File: src/rtl/core/sfmh_pkg.sv
`timescale 1ns / 1ps
package sfmh_pkg;
  localparam int CAPACITY_DEF = 1024;
  localparam int VALUE_WIDTH_DEF = 32;
  localparam int FIELD_WIDTH = 32;

  typedef enum logic [1:0] {
    REQ_PUSH = 2'd0,
    REQ_POP  = 2'd1,
    REQ_SORT = 2'd2,
    REQ_ALT  = 2'd3
  } req_t;

  typedef enum logic [1:0] {
    ST_ACCEPTED = 2'd0,
    ST_POP_OK   = 2'd1,
    ST_EMPTY    = 2'd2,
    ST_FULL     = 2'd3
  } status_t;

  typedef struct packed {
    logic [1:0]             req_type;
    logic [FIELD_WIDTH-1:0] push_value;
  } in_word_t;

  typedef struct packed {
    logic [FIELD_WIDTH-1:0] pop_value;
    logic [1:0]             status;
  } out_word_t;

  // datapath operations issued by the controller
  typedef enum logic [3:0] {
    OP_NONE,
    OP_PUSH,      // write fifo tail
    OP_FRD,       // read fifo head
    OP_FPOP,      // latch fifo head into out, advance
    OP_HRD_TOP,   // read heap root and last
    OP_HTOP_LAT,  // latch root, start sift down
    OP_HLAST_LAT, // latch last value
    OP_SD_RD,     // read both children
    OP_SD_STEP,   // compare, move child up or finish
    OP_INS_LAT,   // take fifo head as insert value, advance fifo
    OP_SU_RD,     // read parent
    OP_SU_STEP,   // compare, move parent down or finish
    OP_RES_EMPTY,
    OP_RES_FULL,
    OP_RES_ACC
  } op_t;

  typedef struct packed {
    op_t op;
  } cmd_t;

  typedef struct packed {
    logic fifo_empty;
    logic heap_empty;
    logic heap_full;
    logic total_full;
    logic heap_one;  // heap holds a single entry
    logic sd_done;   // sift down finished this step
    logic su_done;   // sift up finished this step
  } sts_t;
endpackage

File: src/rtl/core/sfmh_ctrl.sv
`timescale 1ns / 1ps
module sfmh_ctrl (
  input  logic           clk,
  input  logic           rst,
  input  logic           in_valid,
  output logic           in_stall,
  input  logic [1:0]     req_type,
  output logic           out_valid,
  input  logic           out_stall,
  input  sfmh_pkg::sts_t sts,
  output sfmh_pkg::cmd_t cmd
);
  import sfmh_pkg::*;

  typedef enum logic [11:0] {
    S_IDLE    = 12'b000000000001,
    S_FRD     = 12'b000000000010,
    S_FPOP    = 12'b000000000100,
    S_HRD     = 12'b000000001000,
    S_HLAT    = 12'b000000010000,
    S_SDRD    = 12'b000000100000,
    S_SDSTEP  = 12'b000001000000,
    S_SORT    = 12'b000010000000,
    S_IRD     = 12'b000100000000,
    S_SURD    = 12'b001000000000,
    S_SUSTEP  = 12'b010000000000,
    S_OUT     = 12'b100000000000
  } state_t;

  state_t state, state_next;
  logic acc;

  assign in_stall = state != S_IDLE;
  assign acc = in_valid && state == S_IDLE;
  assign out_valid = state == S_OUT;

  always_comb begin
    state_next = state;
    cmd.op = OP_NONE;
    case (state)
      S_IDLE: begin
        if (acc) begin
          state_next = S_OUT;
          case (req_type)
            REQ_PUSH: cmd.op = sts.total_full ? OP_RES_FULL : OP_PUSH;
            REQ_POP: begin
              if (!sts.heap_empty) state_next = S_HRD;
              else if (!sts.fifo_empty) state_next = S_FRD;
              else cmd.op = OP_RES_EMPTY;
            end
            default: state_next = S_SORT;
          endcase
        end
      end
      S_FRD: state_next = S_FPOP;
      S_FPOP: begin
        cmd.op = OP_FPOP;
        state_next = S_OUT;
      end
      S_HRD: begin
        cmd.op = OP_HRD_TOP;
        state_next = S_HLAT;
      end
      S_HLAT: begin
        cmd.op = OP_HTOP_LAT;
        state_next = sts.heap_one ? S_OUT : S_SDRD;
      end
      S_SDRD: begin
        cmd.op = OP_SD_RD;
        state_next = S_SDSTEP;
      end
      S_SDSTEP: begin
        cmd.op = OP_SD_STEP;
        state_next = sts.sd_done ? S_OUT : S_SDRD;
      end
      S_SORT: begin
        if (sts.fifo_empty || sts.heap_full) begin
          cmd.op = OP_RES_ACC;
          state_next = S_OUT;
        end else begin
          state_next = S_IRD;
        end
      end
      S_IRD: begin
        cmd.op = OP_INS_LAT;
        state_next = S_SURD;
      end
      S_SURD: begin
        cmd.op = OP_SU_RD;
        state_next = S_SUSTEP;
      end
      S_SUSTEP: begin
        cmd.op = OP_SU_STEP;
        state_next = sts.su_done ? S_SORT : S_SURD;
      end
      S_OUT: if (!out_stall) state_next = S_IDLE;
      default: state_next = S_IDLE;
    endcase
  end

  always_ff @(posedge clk) begin
    if (rst) begin
      state <= S_IDLE;
    end else begin
      state <= state_next;
    end
  end
endmodule

File: config.mk
export PLATFORM = sky130hd
export DESIGN_NAME = sfmh_ctrl
export DESIGN_NICKNAME = d
export VERILOG_FILES = /design/src/rtl/core/sfmh_pkg.sv /design/src/rtl/core/sfmh_ctrl.sv
export SDC_FILE = /design/constraint.sdc
export NUM_CORES = 1
export LEC_CHECK = 0
export BUFFER_PORTS_ARGS = -buffer_cell sky130_fd_sc_hd__buf_2
export CAP_MARGIN = 10
export CORE_MARGIN = 8
export CORE_UTILIZATION = 30
export CTS_BUF_LIST = sky130_fd_sc_hd__clkbuf_4
export CTS_CLUSTER_SIZE = 10
export DETAILED_ROUTE_END_ITERATION = 8
export HOLD_SLACK_MARGIN = 0.15
export PLACE_DENSITY = 0.6
export SKIP_CTS_REPAIR_TIMING = 1
export SLEW_MARGIN = 20
export SYNTH_ARGS = -nofsm -noshare
export SYNTH_HDL_FRONTEND = slang
export SYNTH_SLANG_ARGS = --single-unit
export TNS_END_PERCENT = 30
File: constraint.sdc
create_clock -name clk -period 2.5 [get_ports clk]
set_input_delay 0 -clock clk [delete_from_list [all_inputs] [get_ports clk]]
set_output_delay 0 -clock clk [all_outputs]
set_load 0.01 [all_outputs]
==> impl_metrics.json <==
{
  "outcome": "completed",
  "synth_seq_cells": 12,
  "hpwlAfterDp_mm": 1.80,
  "drive_gt1_share_pct": 24.6,
  "rows": 19,
  "die_y_um": 70.5,
  "syn_area_um2": 890,
  "fmax_mhz": 422,
  "ctsRootBufferMaster": "clkbuf_4",
  "crit_required_ps": 2500,
  "yosys_warnings": 0,
  "gp_congestion": 0.887,
  "cts_tree": "built",
  "syn_inst": 106,
  "slew_violations": 0,
  "cp_slowest_cell": "or4_4",
  "antenna_found_initial": 0,
  "synth_fp_nets": 119,
  "worstSetupPathType": "reg -> out",
  "fin_crit_ps": 2370,
  "final_antenna_net_count": 0,
  "crit_chain": "or4_4 > or4_4 > or3b_1 > o2111ai_1 > buf_2",
  "grt_pass1_wl_mm": 3.87,
  "grtUsageMet1_pct": 12.3,
  "wirelength_mm": 2.42,
  "core_area_um2": 2780,
  "largestRegisters": "state: 12 flops",
  "vias": 910,
  "yosysSeqAreaShare_pct": 27.0,
  "grt_usage_pct": 9.58,
  "drc_errors": 0,
  "arrival_ps": 2370,
  "fillers": 279,
  "drt-initial-drc-count": 47,
  "dieArea_um2": 4960,
  "critPathMaxStageDelay_ps": 560,
  "die_x_um": 70.5,
  "clkTransAtPathRegs_ps": 70,
  "grt.met2_usage_pct": 13.2,
  "critPathLaunchType": "flip-flop",
  "drv_cap": 0,
  "synth_cell_type_count": 41,
  "stdcell_count": 161,
  "largest_reg_flops": 12,
  "fin_util_pct": 38.8,
  "final_nets": 145,
  "final_common_cell": "buf_2",
  "clock-sinks": 12,
  "setup_viol": 0,
  "hold_path_class": "in -> reg",
  "critPathMaxFanout": 5,
  "p_seq_share_pct": 38.1,
  "antenna_cells": 0,
  "cts_buffer_depth": 2,
  "first_global_vias": 884,
  "worst_pin_slew_ps": 654,
  "wl_per_cell_um": 15.0,
  "port_buffers": 18,
  "ir_drop_uv": 250,
  "first_pass_iters": 4,
  "hold_viol_final": 0,
  "initial_core_util_pct": 32.0,
  "rsz0062_at_grt": "false",
  "combinationalPowerShare_pct": 41.8,
  "cts_buffers": 3,
  "dp_cells": 148,
  "clock_latency_ps": 270,
  "cp_common_cell": "or4_4",
  "p_switching_w": 0.000232,
  "internal_power_w": 0.000374,
  "p_per_area_nw_per_um2": 562,
  "use_met3_pct": 3.11,
  "syn_avg_cell_area_um2": 8.39,
  "period_share_pct": 94.8,
  "busiest_layer": "met2",
  "layout_common_cells": "18 x buf_2, 12 x dfxtp_1, 10 x dlygate4sd3_1",
  "via_per_inst": 5.65,
  "grt_max_degree": 10,
  "finalClockSkew_ps": 1.92,
  "io_pins": 19,
  "worst_slew_margin_rel_pct": 56.0,
  "area_growth_pct": 21.2,
  "clkPwrFrac_pct": 20.0,
  "finalSetupTns_ps": 0,
  "cp-end-kind": "output pin",
  "cts_htree_levels": 1,
  "grt-ovfl-total": 0,
  "regMostFlops": "state",
  "power.leakage_nw": 0.433,
  "switching_share_pct": 38.3
}
[layout make-up]
| type | count | area [µm²] | area share, % |
|---|---|---|---|
| flip-flops and latches | 12 | 240 | 22.3 |
| repair buffers | 29 | 198 | 18.3 |
| clock buffers | 3 | 22.5 | 2.09 |
| multi-input cells | 83 | 568 | 52.7 |
| well taps | 31 | 38.8 | 3.60 |
| inverters | 3 | 11.3 | 1.04 |
[layer usage]
layer	routed length (µm)	part of all wire, %	vias to the layer above
met3	149	6.2	4
met2	1040	43	34
met1	1190	49	423
met4	42	1.7	0
met5	0	0	-
li1	-	-	449
[Yosys cell counts (all sizes together)]
cell type / number / share of area, %
dfxtp: 12 / 27
nor2: 10 / 4.5
nand2: 8 / 3.4
buf: 5 / 7.2
nor4: 5 / 4.9
nor3: 4 / 2.3
or4: 4 / 4.6
a21oi: 3 / 1.7
and2: 3 / 2.1
inv: 3 / 1.3
nand3: 3 / 1.7
nand3b: 3 / 2.5
nand4: 3 / 2.1
nand4b: 3 / 3.0
nor2b: 3 / 2.1
o2111ai: 3 / 3.0
o21ai: 3 / 1.7
xor2: 3 / 3.0
a22oi: 2 / 1.7
a31oi: 2 / 1.4
and3: 2 / 1.4
clkbuf: 2 / 1.1
nand2b: 2 / 1.4
nor4b: 2 / 2.0
a311oi: 1 / 0.98
clkdlybuf4s25: 1 / 1.1
nor3b: 1 / 0.84
nor4bb: 1 / 1.1
o211ai: 1 / 0.84
o21a: 1 / 0.84
o221ai: 1 / 1.7
o22ai: 1 / 0.70
o32a: 1 / 1.3
o41ai: 1 / 0.98
or2: 1 / 0.70
or3b: 1 / 0.98
xnor2: 1 / 0.98
[power groups by stage]
stage	clock, W	sequential [W]	combinational (W)
global route	0.000135	0.000234	0.000280
finish	0.000122	0.000231	0.000254
floorplan	0	0.000223	0.000186
CTS	0.000126	0.000229	0.000238
global placement	0	0.000232	0.000235
detailed placement	0	0.000233	0.000237
[worst max-delay path: cells and delay by family, from the launching register on]
| kind | cells | cell delay [ps] |
|---|---|---|
| AOI/OAI and AO/OA | 1 | 100 |
| buffers and inverters | 1 | 160 |
| DFF | 1 | 340 |
| and+or+nand+nor | 3 | 1490 |
[metrics by stage]
stage | power [W] | setup WS, ps | cell area (µm²) | hold slack, ps
4_1_cts | 0.000593 | 90.8 | 965 | -105
5_1_grt | 0.000649 | 35.8 | 1080 | 195
6_report | 0.000607 | 129 | 1080 | 161
2_1_floorplan | 0.000409 | 425 | 890 | 71.0
3_5_place_dp | 0.000470 | 362 | 942 | 192
3_3_place_gp | 0.000467 | 359 | 942 | 193
[cell families (layout without fill, tap and decap cells)]
logic type	count (synthesis)	in the layout	share of synthesized area, %
and+or+nand+nor	59	59	41.6
AOI/OAI and AO/OA	20	20	16.7
DFF	12	12	27.0
buffers and inverters	11	35	10.7
xor gates and xnor gates	4	4	3.94
[final timing paths]
kind | cells past startpoint | end | slack, ps | start
hold / removal | 3 | state[7] | 160 | in_valid
setup reg to reg | 5 | state[1] | 310 | state[0]
hold reg to reg | 2 | state[4] | 580 | state[3]
setup / recovery | 5 | cmd[0] | 130 | state[10]
No activity file was read; power rests on OpenSTA's default activity.
